File: src/wildcard_glob_matcher_unit_macros.svh
// Assertion macros shared by the matcher RTL.
`ifndef WILDCARD_GLOB_MATCHER_UNIT_MACROS_SVH
`define WILDCARD_GLOB_MATCHER_UNIT_MACROS_SVH

// Condition implies consequence in the same cycle.
`define WGM_ASSERT_IMP(label, clk, rst, ante, cons) \
   label: assert property (@(posedge clk) disable iff (rst) (ante) |-> (cons)) \
      else $error("matcher assertion failed");

// Condition implies consequence in the next cycle.
`define WGM_ASSERT_NEXT(label, clk, rst, ante, cons) \
   label: assert property (@(posedge clk) disable iff (rst) (ante) |=> (cons)) \
      else $error("matcher assertion failed");

// Invariant that holds in every cycle out of reset.
`define WGM_ASSERT_ALWAYS(label, clk, rst, expr) \
   label: assert property (@(posedge clk) disable iff (rst) (expr)) \
      else $error("matcher assertion failed");

`endif

File: src/wgm_pkg.sv
`default_nettype none
package wgm_pkg;

   localparam int PATTERN_DEPTH = 32;

   localparam logic [7:0] CH_ANY_ONE = 8'h3F;
   localparam logic [7:0] CH_ANY_RUN = 8'h2A;
   localparam logic [7:0] CASE_FOLD  = 8'h20;

   // Transaction operation codes
   typedef enum logic [1:0] {
      OP_CLEAR   = 2'd0,
      OP_APPEND  = 2'd1,
      OP_SUBJECT = 2'd2,
      OP_END     = 2'd3
   } op_type;

   // Broadcast command to every cell
   typedef struct packed {
      logic       restart;
      logic       clear;
      logic       append;
      logic       subject;
      logic [7:0] char_code;
   } cmd_type;

   // Signals handed from one cell to the next
   typedef struct packed {
      logic head;   // only the first cell sees this set
      logic valid;  // previous cell holds a pattern byte
      logic carry;  // zero-width move from a star in the previous cell
      logic step;   // previous cell consumed the current subject byte
   } link_type;

endpackage
`default_nettype wire

File: src/wgm_cell.sv
`default_nettype none
module wgm_cell (
   input  wire logic              clock,
   input  wire logic              reset,
   input  wire wgm_pkg::cmd_type  cmd,
   input  wire wgm_pkg::link_type link_in,
   output wgm_pkg::link_type      link_out,
   output logic                   end_hit
);

   logic [7:0] char_ff;
   logic [7:0] char_in;
   logic       valid_ff;
   logic       valid_in;
   logic       active_ff;
   logic       active_in;

   logic       closed;
   logic       is_star;
   logic       is_any;
   logic       lit_hit;
   logic       at_end;

   // Closure through stars and byte compare
   always_comb begin
      closed   = active_ff | link_in.carry;
      is_star  = (char_ff == wgm_pkg::CH_ANY_RUN);
      is_any   = (char_ff == wgm_pkg::CH_ANY_ONE);
      lit_hit  = ((char_ff | wgm_pkg::CASE_FOLD) == (cmd.char_code | wgm_pkg::CASE_FOLD));
      at_end   = link_in.valid & ~valid_ff;
      end_hit  = closed & at_end;

      link_out.head  = 1'b0;
      link_out.valid = valid_ff;
      link_out.carry = closed & valid_ff & is_star;
      link_out.step  = closed & valid_ff & ~is_star & (is_any | lit_hit);
   end

   // Next state of the cell
   always_comb begin
      char_in   = char_ff;
      valid_in  = valid_ff;
      active_in = active_ff;
      if (cmd.clear) begin
         valid_in = 1'b0;
      end
      if (cmd.append && at_end) begin
         char_in  = cmd.char_code;
         valid_in = 1'b1;
      end
      if (cmd.restart) begin
         active_in = link_in.head;
      end else if (cmd.subject) begin
         active_in = (closed & valid_ff & is_star) | link_in.step;
      end
   end

   always_ff @(posedge clock) begin
      if (reset) begin
         valid_ff  <= 1'b0;
         active_ff <= link_in.head;
      end else begin
         valid_ff  <= valid_in;
         active_ff <= active_in;
      end
   end

   // Pattern byte: payload, no reset
   always_ff @(posedge clock) begin
      char_ff <= char_in;
   end

endmodule
`default_nettype wire

File: src/wildcard_glob_matcher_unit.sv
// A result is registered and appears on rsp_ in the cycle after its end-of-subject transaction.
// Throughput: one transaction per cycle while req_stall is low; each cell registers its position,
// star closure ripples combinationally along the cell row.
// req_stall is raised only while a result is held and rsp_stall is high.
// Reset (synchronous): pattern empty, overflow clear, position zero active, no result.
`default_nettype none
`include "wildcard_glob_matcher_unit_macros.svh"
module wildcard_glob_matcher_unit (
   input  wire logic       clock,
   input  wire logic       reset,
   input  wire logic       req_valid,
   output logic            req_stall,
   input  wire logic [1:0] req_operation,
   input  wire logic [7:0] req_char_code,
   output logic            rsp_valid,
   input  wire logic       rsp_stall,
   output logic            rsp_matched,
   output logic            rsp_pattern_overflow
);

   localparam int PD = wgm_pkg::PATTERN_DEPTH;

   wgm_pkg::cmd_type  cmd;
   wgm_pkg::link_type links [PD+1];
   logic [PD:0]       hit_vec;
   logic [PD:0]       end_vec;
   logic [PD-1:0]     valid_vec;
   logic              req_accept;
   logic              is_end_op;
   logic              tail_closed;

   logic tail_active_ff;
   logic tail_active_in;
   logic overflow_ff;
   logic overflow_in;
   logic rsp_valid_ff;
   logic rsp_valid_in;
   logic matched_ff;
   logic matched_in;
   logic rsp_overflow_ff;
   logic rsp_overflow_in;

   // Handshake: output register parts the two sides
   assign req_stall  = rsp_valid_ff & rsp_stall;
   assign req_accept = req_valid & ~req_stall;

   // Decode the accepted transaction into a cell command
   always_comb begin
      cmd           = '0;
      cmd.char_code = req_char_code;
      is_end_op     = 1'b0;
      if (req_accept) begin
         unique case (wgm_pkg::op_type'(req_operation))
            wgm_pkg::OP_CLEAR: begin
               cmd.clear   = 1'b1;
               cmd.restart = 1'b1;
            end
            wgm_pkg::OP_APPEND: begin
               cmd.append  = 1'b1;
               cmd.restart = 1'b1;
            end
            wgm_pkg::OP_SUBJECT: begin
               cmd.subject = 1'b1;
            end
            wgm_pkg::OP_END: begin
               cmd.restart = 1'b1;
               is_end_op   = 1'b1;
            end
            default: begin
               cmd.restart = 1'b0;
            end
         endcase
      end
   end

   // Head of the row
   assign links[0] = '{head: 1'b1, valid: 1'b1, carry: 1'b0, step: 1'b0};

   // Row of pattern cells
   for (genvar i = 0; i < PD; i++) begin : g_cell
      wgm_cell u_cell (
         .clock    (clock),
         .reset    (reset),
         .cmd      (cmd),
         .link_in  (links[i]),
         .link_out (links[i+1]),
         .end_hit  (hit_vec[i])
      );
      assign valid_vec[i] = links[i+1].valid;
      assign end_vec[i]   = links[i].valid & ~links[i+1].valid;
   end

   // Final position past the last pattern byte
   assign tail_closed  = tail_active_ff | links[PD].carry;
   assign end_vec[PD]  = links[PD].valid;
   assign hit_vec[PD]  = tail_closed & end_vec[PD];

   always_comb begin
      tail_active_in = tail_active_ff;
      if (cmd.restart) begin
         tail_active_in = 1'b0;
      end else if (cmd.subject) begin
         tail_active_in = links[PD].step;
      end
   end

   // Overflow flag
   always_comb begin
      overflow_in = overflow_ff;
      if (cmd.clear) begin
         overflow_in = 1'b0;
      end else if (cmd.append && links[PD].valid) begin
         overflow_in = 1'b1;
      end
   end

   // Result register
   always_comb begin
      rsp_valid_in    = rsp_valid_ff;
      matched_in      = matched_ff;
      rsp_overflow_in = rsp_overflow_ff;
      if (rsp_valid_ff && !rsp_stall) begin
         rsp_valid_in = 1'b0;
      end
      if (is_end_op) begin
         rsp_valid_in    = 1'b1;
         matched_in      = |hit_vec;
         rsp_overflow_in = overflow_ff;
      end
   end

   always_ff @(posedge clock) begin
      if (reset) begin
         tail_active_ff <= 1'b0;
         overflow_ff    <= 1'b0;
         rsp_valid_ff   <= 1'b0;
      end else begin
         tail_active_ff <= tail_active_in;
         overflow_ff    <= overflow_in;
         rsp_valid_ff   <= rsp_valid_in;
      end
   end

   always_ff @(posedge clock) begin
      matched_ff      <= matched_in;
      rsp_overflow_ff <= rsp_overflow_in;
   end

   assign rsp_valid            = rsp_valid_ff;
   assign rsp_matched          = matched_ff;
   assign rsp_pattern_overflow = rsp_overflow_ff;

   // Checks
   `WGM_ASSERT_NEXT(a_end_gives_result, clock, reset, is_end_op, rsp_valid_ff)
   `WGM_ASSERT_ALWAYS(a_valid_prefix, clock, reset, (valid_vec & (valid_vec + 1'b1)) == '0)
   `WGM_ASSERT_ALWAYS(a_one_end, clock, reset, $onehot(end_vec))
   `WGM_ASSERT_IMP(a_overflow_full, clock, reset, overflow_ff, links[PD].valid)

endmodule
`default_nettype wire
File: config.mk
export PLATFORM = sky130hd
export DESIGN_NAME = wildcard_glob_matcher_unit
export DESIGN_NICKNAME = d
export VERILOG_FILES = /design/src/wgm_pkg.sv /design/src/wgm_cell.sv /design/src/wildcard_glob_matcher_unit.sv
export VERILOG_INCLUDE_DIRS = /design/src /design/src/src
export SDC_FILE = /design/constraint.sdc
export NUM_CORES = 1
export LEC_CHECK = 0
export BUFFER_PORTS_ARGS = -buffer_cell sky130_fd_sc_hd__buf_2
export CORE_MARGIN = 1
export CORE_UTILIZATION = 50
export DETAILED_ROUTE_END_ITERATION = 8
export PLACE_DENSITY = 0.75
export SLEW_MARGIN = 20
export SYNTH_ARGS = -nofsm -noshare
export SYNTH_HDL_FRONTEND = slang
export SYNTH_HIERARCHICAL = 1
export SYNTH_SLANG_ARGS = --single-unit
File: constraint.sdc
create_clock -name clock -period 17.6 [get_ports clock]
set_input_delay 1.76 -clock clock [delete_from_list [all_inputs] [get_ports clock]]
set_output_delay 1.76 -clock clock [all_outputs]
set_load 0.01 [all_outputs]
After elaboration in Yosys (flattened, before gate mapping). Index checks and enable logic that the tools add are counted.

Bits in registers: 325. Bits of input ports: 14. Output and inout port bits: 4.

Eq/ne operators: 99. Mux-type cells: 42. Bitwise gates (word level): 354. Reductions and logical operators: 73.

Operator list (count): equality test 8 x 6 -> 1 bit, second input constant (64); equality test 7 bit (32); AND 1 bit (194); OR 1 bit (95); nonzero test 2 bit (33); NOT 1 bit (65); two-way mux 1 bit (41); logical AND 1 bit (34); OR reduction 33 bit (1); equality test 2 bit, second input constant (2); two-way mux 4 bit (1); OR reduction 2 bit (2); OR reduction 3 bit (1); equality test 2 x 1 -> 1 bit, second input constant (1); zero test 2 bit (1); zero test 1 bit (1).

Logic depth before layout (Yosys ltp). Gate-level depths: netlist of run 1.

Depth after elaboration: 98. Mapped depth: 69. Depth with buffers taken out: 69.

Cells and area by module. Netlist of run 1, hierarchy kept.

By module, submodules not included: wgm_cell (instances 32, cells each 42, area each 493.0 µm², sequential area each 290.3 µm²); wildcard_glob_matcher_unit (instances 1, cells each 37, area each 324.1 µm², sequential area each 120.1 µm²).

Least setup slack after synthesis of run 1. No wires, ideal clock.

Path type: flip-flop to flip-flop. Start point: register g_cell[0].u_cell.char_ff[6]. End point: register matched_ff (netlist: rsp_matched) (data pin). Library setup time: 129 ps. Arrival time: 12275 ps. Slack: 5197 ps. Cell stages (with the launch flop): 70. Clock period less this slack: 12403 ps. Cells stage by stage: edfxtp_1 nor2_1 nand4_1 or3_1 nor3_2 o21ai_0 nor3_2 o21ai_0 nor3_2 o21ai_0 nor3_2 o21ai_0 nor3_2 o21ai_0 nor3_2 o21ai_0 nor3_2 o21ai_0 [34 not listed] nor3_2 o21ai_0 nor3_2 o21ai_0 nor3_2 o21ai_0 nor3_2 o21ai_0 nor3_2 o21ai_0 nor3_2 o21ai_0 nor3_2 o21ai_0 nor3_2 o21ai_0 nand3_1 or3_1.

RTL lines: start: declaration (line wgm_cell.sv:11) `logic [7:0] char_ff;`; start signal: assignment (line wgm_cell.sv:70) `char_ff <= char_in;`; end signal: assignment (line wildcard_glob_matcher_unit.sv:145) `matched_ff <= matched_in;`; end: declaration (line wildcard_glob_matcher_unit.sv:38) `logic matched_ff;`.

==> qor.csv, run 1 <==
metric,value,unit
first-pass GRT wire length,51800,um
max-cap viol count,0,
cell count after synthesis,1379,
startpoint type of the worst setup path,register,
reg-to-reg setup timing slack,2750,ps
Critical Path Source,g_cell[0].u_cell/char_ff[6],
Reg2Reg Depth,69,
Tcrit/Tclk final,84.4,%
clk_skew,17.7,ps
Hold Path Class,register to register,
"wirelength, routed",31600,um
CTS tree,done,
pre-CTS WS,2910,ps
setup violators final,0,
Starting Density,50.9,%
CTS max path bufs,3,
"Avg Cell Area, Syn",11.7,um2
maximum vdd ir drop,0.0940,mV
fmax,0.0674,GHz
Pwr Total,0.00164,W
end of the critical path,rsp_matched,
CTS buffer count,34,
1st-iter DRT viols,674,
number of post-CTS setup repair buffers,0,
min Tclk post-route,14850,ps
# resized after CTS,0,
Die Wd,181,um
R2R Path Start,g_cell[0].u_cell/char_ff[6],
CP Capture Type,register,
grt ovf,0,
Diodes inserted,0,
synth warn,6,
slowest CP cell,edfxtp_1,
H-tree depth,2,
fillcell total,2543,
row cnt,65,
routability cong.,0.787,
synth-to-layout area growth,8.09,%
Hold Buf Count CTS,0,
Die Area,32900,um2
type of the worst setup path,register to register,
Worst-Skew Late Latency,510,ps
crit-path max FO,3,
I/O pin count,18,
R2R Path End,rsp_matched,
slack of the critical path,2750,ps
CP required,17980,ps
PD cells,94.4,nW/um2
post-route ant nets,0,
number of port buffers,17,
Slowest Stage Delay on Critical Path,400,ps
largest net degree at the start of global routing,101,
Die Height,181,um
Core Area,31600,um2
DP HPWL,18000,um
Sink Count,325,
post-route setup TNS,0,ps
drt drc,0,
Via density,5.59,
DR WL/cell,17.5,um
Placed Area,16300,um2
Slew Limit Fails,0,
Final Net Count,1392,
initial antenna violation count,0,
share of post-route cells with drive strength above 1,8.05,%
gr usage total,19.5,%
vias in the first global route,10009,
Arrival @ worst endpoint,15230,ps
Slew Limit Headroom,31.6,%
"Design Area, Final",17400,um2
outcome,finished clean,
worst hold slack,470,ps
clock-pin slew on the worst setup and hold paths,60,ps
Root Buffer,clkbuf_16,
static leakage,5.51,nW
Fin. Hold Viols,0,
RSZ-0062 raised after global routing,no,
pin slew with the least headroom to its limit,1030,ps
first-pass detailed-route iteration total,8,
Mapped Area,16100,um2
via count,10095,
cells in the final DEF (no fill, tap or decap), types with 2 or more instances in the layout:
| cell | count |
|---|---|
| edfxtp_1 | 290 |
| nor2_1 | 161 |
| xnor2_1 | 128 |
| or3_1 | 97 |
| xor2_1 | 96 |
| nand2_1 | 66 |
| nand4_1 | 65 |
| a21oi_1 | 65 |
| conb_1 | 37 |
| nor4_1 | 36 |
| clkbuf_16 | 35 |
| dfxtp_1 | 35 |
| nor3_2 | 34 |
| inv_1 | 33 |
| o21ai_0 | 33 |
| and3b_1 | 32 |
| o21ai_1 | 32 |
| nor3b_1 | 32 |
| o22a_1 | 32 |
| buf_4 | 13 |
| buf_2 | 9 |
| clkinv_2 | 6 |
| clkbuf_1 | 6 |
| clkbuf_8 | 5 |
| nor4_2 | 4 |
| clkinv_1 | 4 |
| and3_1 | 2 |
| nand3_1 | 2 |
| a31oi_1 | 2 |
| clkinvlp_4 | 2 |
| bufinv_16 | 2 |
flip-flops by register name, indices dropped and copies added (netlist names):
signal,cells
rsp_pattern_overflow,1
rsp_matched,1
overflow_ff,1
rsp_valid,1
g_cell.u_cell/valid_ff,32
g_cell.u_cell/char_ff,256
tail_active_ff,1
g_cell.u_cell/active_ff,32
stage by stage:
step                      cells  util [%]
after floorplan            1383         -
after global placement     1744      51.5
after CTS                  1805      55.0
after detailed placement   1744      51.5
final                      1805      55.0
after global routing       1805      55.0
critical path: cells and delay by family (launching register included):
kind | cells | cell delay (ps)
and+or+nand+nor | 37 | 8700
DFF | 1 | 400
AOI/OAI and AO/OA | 32 | 5630
worst min-delay path by stage:
stage          slack [ps]           start  cells past startpoint                   end
6_report              470  tail_active_ff                      2        tail_active_ff
2_1_floorplan         410     overflow_ff                      0  rsp_pattern_overflow
4_1_cts               470     overflow_ff                      0  rsp_pattern_overflow
3_5_place_dp          440     overflow_ff                      0  rsp_pattern_overflow
3_3_place_gp          430     overflow_ff                      0  rsp_pattern_overflow
5_1_grt               470     overflow_ff                      0  rsp_pattern_overflow
power by group:
group / internal, W / total (W) / leakage [nW] / switching [W]
Combinational: 0.0000304 / 0.0000888 / 2.04 / 0.0000584
Clock: 0.000415 / 0.000699 / 0.537 / 0.000284
Sequential: 0.000850 / 0.000854 / 2.93 / 0.00000420
Total: 0.00130 / 0.00164 / 5.51 / 0.000346
per-layer routing:
metal  up-vias  GRT usage (%)  share of wire [%]
met4         0           5.73                2.3
met3        53           2.77                5.3
li1       4924              -                  -
met1      4875           27.0                 46
met5         -              0                  0
met2       243           32.2                 46
layout make-up:
| cell class | count | area (um2) | area share, % |
|---|---|---|---|
| multi-input cells | 962 | 6110 | 35.2 |
| repair buffers | 22 | 143 | 0.820 |
| flip-flops and latches | 325 | 9410 | 54.1 |
| well taps | 402 | 503 | 2.89 |
| clock inverters | 15 | 129 | 0.741 |
| clock buffers | 46 | 967 | 5.56 |
| inverters | 33 | 124 | 0.712 |
Power figures use the tool's default switching activity.
==> inputs of run 2 (changes only) <==
Clock period 17.6 ns to 15.1 ns, I/O delays scaled along.
==> run 2 against run 1 <==
- clock-buffer cell count rose by 6
- total power rose by 16%
- critical path depth did not move
- final cell count rose by 0.66%
==> qor.csv, run 2 (synthesized netlist as in run 1, its figures left out) <==
metric,value,unit
"wirelength, routed",32000,um
Worst-Skew Late Latency,510,ps
post-route ant nets,0,
startpoint type of the worst setup path,register,
Starting Density,50.9,%
R2R Path Start,g_cell[0].u_cell/char_ff[6],
DR WL/cell,17.6,um
grt ovf,0,
Die Height,181,um
PD cells,109,nW/um2
CTS tree,done,
H-tree depth,2,
Top reg by flops,g_cell.u_cell/char_ff,
routability cong.,0.787,
gr usage total,19.6,%
Via density,5.59,
Arrival @ worst endpoint,13930,ps
first-pass detailed-route iteration total,5,
R2R Path End,rsp_matched,
share of post-route cells with drive strength above 1,8.69,%
crit-path max FO,3,
Die Wd,181,um
CP top delay family,simple AND/OR/NAND/NOR gates,
maximum vdd ir drop,0.0979,mV
Slew Limit Fails,0,
Final Net Count,1405,
Hold Path Class,register to register,
biggest regs,"g_cell.u_cell/char_ff (256), g_cell.u_cell/active_ff (32), g_cell.u_cell/valid_ff (32)",
initial antenna violation count,0,
"commonest non-fill, non-tap cell in the layout",edfxtp_1,
Core Area,31600,um2
hold path depth,0,
CP Capture Type,register,
min Tclk post-route,13560,ps
HP Start,overflow_ff,
Sink Count,325,
drt drc,0,
vias in the first global route,9929,
clk_skew,18.5,ps
CTS max path bufs,3,
CTS buffer count,34,
static leakage,5.58,nW
synth-to-layout area growth,8.68,%
first-pass GRT wire length,51700,um
cell with the most instances on the worst path,nor3_2,
CP Depth,69,
row cnt,65,
number of port buffers,17,
max-cap viol count,0,
"commonest cells after routing, fill and taps aside","edfxtp_1, nor2_1, xnor2_1",
fmax,0.0737,GHz
DP HPWL,17900,um
max reg flops,256,
post-route setup TNS,0,ps
Worst Hold Endpoint,rsp_pattern_overflow,
fillcell total,2502,
Fin. Hold Viols,0,
outcome,finished clean,
pre-CTS WS,287,ps
pin slew with the least headroom to its limit,1020,ps
Die Area,32900,um2
Seq. cell area,9410,um2
reg-to-reg setup timing slack,1540,ps
1st-iter DRT viols,692,
Tcrit/Tclk final,89.8,%
largest net degree at the start of global routing,101,
slack of the critical path,1540,ps
Slowest Stage Delay on Critical Path,410,ps
via count,10165,
Reg2Reg Depth,69,
setup violators final,0,
clock-pin slew on the worst setup and hold paths,60,ps
Root Buffer,clkbuf_16,
I/O pin count,18,
CP required,15470,ps
type of the worst setup path,register to register,
CP bufs+invs,0,
Diodes inserted,0,
Slew Limit Headroom,31.8,%
area of the multi-input gates,6120,um2
slowest CP cell,edfxtp_1,
## run 2: cell count changes in the layout (fill, tap and decap cells not counted), sizes merged
| cell | change |
|---|---|
| clkbuf | +6 |
| bufinv | -1 |
| buf | +13 |
| clkinvlp | -1 |
| clkinv | -5 |
## run 2: per-stage QoR
| step | utilization (%) | hold WS [ps] | power, W | area [um2] | cells |
|---|---|---|---|---|---|
| 2_1_floorplan | - | 409 | 0.00107 | 16100 | 1383 |
| 3_3_place_gp | 51.5 | 428 | 0.00112 | 16300 | 1744 |
| 3_5_place_dp | 51.5 | 425 | 0.00112 | 16300 | 1744 |
| 4_1_cts | 54.9 | 450 | 0.00192 | 17400 | 1804 |
| 5_1_grt | 55.3 | 449 | 0.00197 | 17500 | 1817 |
| 6_report | 55.3 | 445 | 0.00190 | 17500 | 1817 |
## run 2: per-layer routing
layer	GRT usage (%)	vias up	wire length, um
met5	0	-	0
li1	-	4951	-
met4	5.22	0	519
met2	32.4	248	15100
met1	27.4	4924	14700
met3	2.53	42	1680
## run 2: cell type report
type	instances	area share, %
Timing Repair Buffer	35	1.37
Tap cell	402	2.88
Multi-Input combinational cell	962	35.0
Clock inverter	8	0.386
Sequential cell	325	53.8
Inverter	33	0.708
Clock buffer	52	5.83
## run 2: worst max path at each step
stage,start,end,slack (ps)
global route,g_cell[0].u_cell/char_ff[6],rsp_matched,-120
global placement,g_cell[0].u_cell/char_ff[6],rsp_matched,1130
floorplan,g_cell[0].u_cell/char_ff[6],rsp_matched,2700
CTS,g_cell[0].u_cell/char_ff[6],rsp_matched,100
finish,g_cell[0].u_cell/char_ff[6],rsp_matched,1540
detailed placement,g_cell[0].u_cell/char_ff[6],rsp_matched,290
## run 2: repair_timing
action	4_1_cts	5_1_grt
hold endpoints to repair	0	0
resized for setup	0	5
buffers inserted	0	13
hold buffers	0	0
endpoints found under the setup margin	0	6
## run 2: power by group
part | total (W) | switching [W] | internal (W)
combinational | 0.000104 | 0.0000686 | 0.0000355
clock | 0.000803 | 0.000321 | 0.000482
sequential | 0.000996 | 0.00000500 | 0.000991
total | 0.00190 | 0.000395 | 0.00151
==> inputs of run 3 (changes only) <==
Settings changed: REMOVE_ABC_BUFFERS from default to 1.
==> run 3 against run 2 <==
- clock skew is 5.9 ps lower
- via count down 0.27%
- hold slack improved by 17 ps
- largest cell class unchanged
==> qor.csv, run 3 (synthesized netlist as in run 1, its figures left out) <==
metric,value,unit
outcome,finished clean,
post-route setup TNS,0,ps
Pint,0.00150,W
routability cong.,0.812,
first-pass GRT wire length,52100,um
switching power,0.000398,W
slack of the critical path,1440,ps
Starting Density,50.9,%
Tcrit/Tclk final,90.5,%
static leakage,5.55,nW
first-pass detailed-route iteration total,5,
Final Net Count,1402,
CP required,15480,ps
clk_skew,12.5,ps
CTS buffer count,34,
"Design Area, Final",17400,um2
synth-to-layout area growth,8.44,%
number of port buffers,17,
Slew Limit Headroom,29.2,%
slowest CP cell,edfxtp_1,
Sw Share,21.0,%
crit-path max FO,3,
Via density,5.59,
maximum vdd ir drop,0.0810,mV
"commonest non-fill, non-tap cell in the layout",edfxtp_1,
"commonest cells after routing, fill and taps aside","edfxtp_1, nor2_1, xnor2_1",
largest net degree at the start of global routing,97,
Slew Limit Fails,0,
Gate power share,5.4,%
CTS tree,done,
post-route ant nets,0,
Diodes inserted,0,
CTS max path bufs,3,
PD cells,109,nW/um2
row cnt,65,
Placed Area,16300,um2
Root Buffer,clkbuf_16,
Slowest Stage Delay on Critical Path,400,ps
1st-iter DRT viols,626,
CP Capture Type,register,
"wirelength, routed",31500,um
grt ovf,0,
CP top delay family,simple AND/OR/NAND/NOR gates,
cell with the most instances on the worst path,nor3_2,
type of the worst setup path,register to register,
Seq pwr share,52.5,%
min Tclk post-route,13660,ps
startpoint type of the worst setup path,register,
Hold Path Class,register to register,
clock-pin slew on the worst setup and hold paths,60,ps
clock power share,42.1,%
drt drc,0,
Sink Count,325,
Worst-Skew Late Latency,510,ps
Die Height,181,um
Hold Buf Count CTS,0,
pin slew with the least headroom to its limit,1060,ps
fmax,0.0732,GHz
gr usage total,19.6,%
max-cap viol count,0,
pre-CTS WS,475,ps
DP HPWL,18000,um
via count,10138,
worst hold slack,461,ps
Core Area,31600,um2
setup violators final,0,
I/O pin count,18,
max reg flops,256,
share of post-route cells with drive strength above 1,8.42,%
biggest regs,"g_cell.u_cell/char_ff (256), g_cell.u_cell/active_ff (32), g_cell.u_cell/valid_ff (32)",
vias in the first global route,10119,
DR WL/cell,17.3,um
Die Area,32900,um2
Top reg by flops,g_cell.u_cell/char_ff,
initial antenna violation count,0,
CP bufs+invs,0,
Fin. Hold Viols,0,
H-tree depth,2,
Die Wd,181,um
Arrival @ worst endpoint,14040,ps
Pwr Total,0.00190,W
run 3: metrics by stage:
step           std cells  utilization (%)
2_1_floorplan       1320                -
3_3_place_gp        1745             51.5
3_5_place_dp        1745             51.5
4_1_cts             1806             54.9
5_1_grt             1815             55.1
6_report            1815             55.1
run 3: layout make-up:
type                       count  area, um2
clock inverter                12       86.3
tap                          402        503
fill                        2533      14200
clock buffer                  49        991
timing repair buffer          32        218
inverter                      33        124
multi-input combinational    962       6110
sequential                   325       9410
run 3: what timing repair did:
item                                    in CTS  in global routing
setup buffers                                0                  9
endpoints found under the setup margin       0                  5
resized for setup                            0                  4
run 3: final timing paths:
kind / slack (ps) / cells past startpoint / end / from
worst min-delay path: 460 / 0 / rsp_pattern_overflow / overflow_ff
worst max-delay path: 1440 / 69 / rsp_matched / g_cell[0].u_cell/char_ff[6]
worst max register to register: 1440 / 69 / rsp_matched / g_cell[0].u_cell/char_ff[6]
worst min register to register: 460 / 0 / rsp_pattern_overflow / overflow_ff
run 3: routing by layer:
| layer | vias to the layer above | part of all wire (%) | GRT usage [%] |
|---|---|---|---|
| li1 | 4942 | - | - |
| met1 | 4940 | 45 | 26.3 |
| met2 | 200 | 49 | 33.2 |
| met3 | 56 | 4.2 | 2.31 |
| met4 | 0 | 2.5 | 6.41 |
| met5 | - | 0 | 0 |
run 3: power by group through the flow:
stage               clock network [W]  registers (W)   logic, W
floorplan                           0        0.00101  0.0000556
global placement                    0        0.00101   0.000101
detailed placement                  0        0.00101   0.000104
CTS                          0.000813       0.000996   0.000104
global route                 0.000852       0.000997   0.000114
finish                       0.000799       0.000996   0.000103
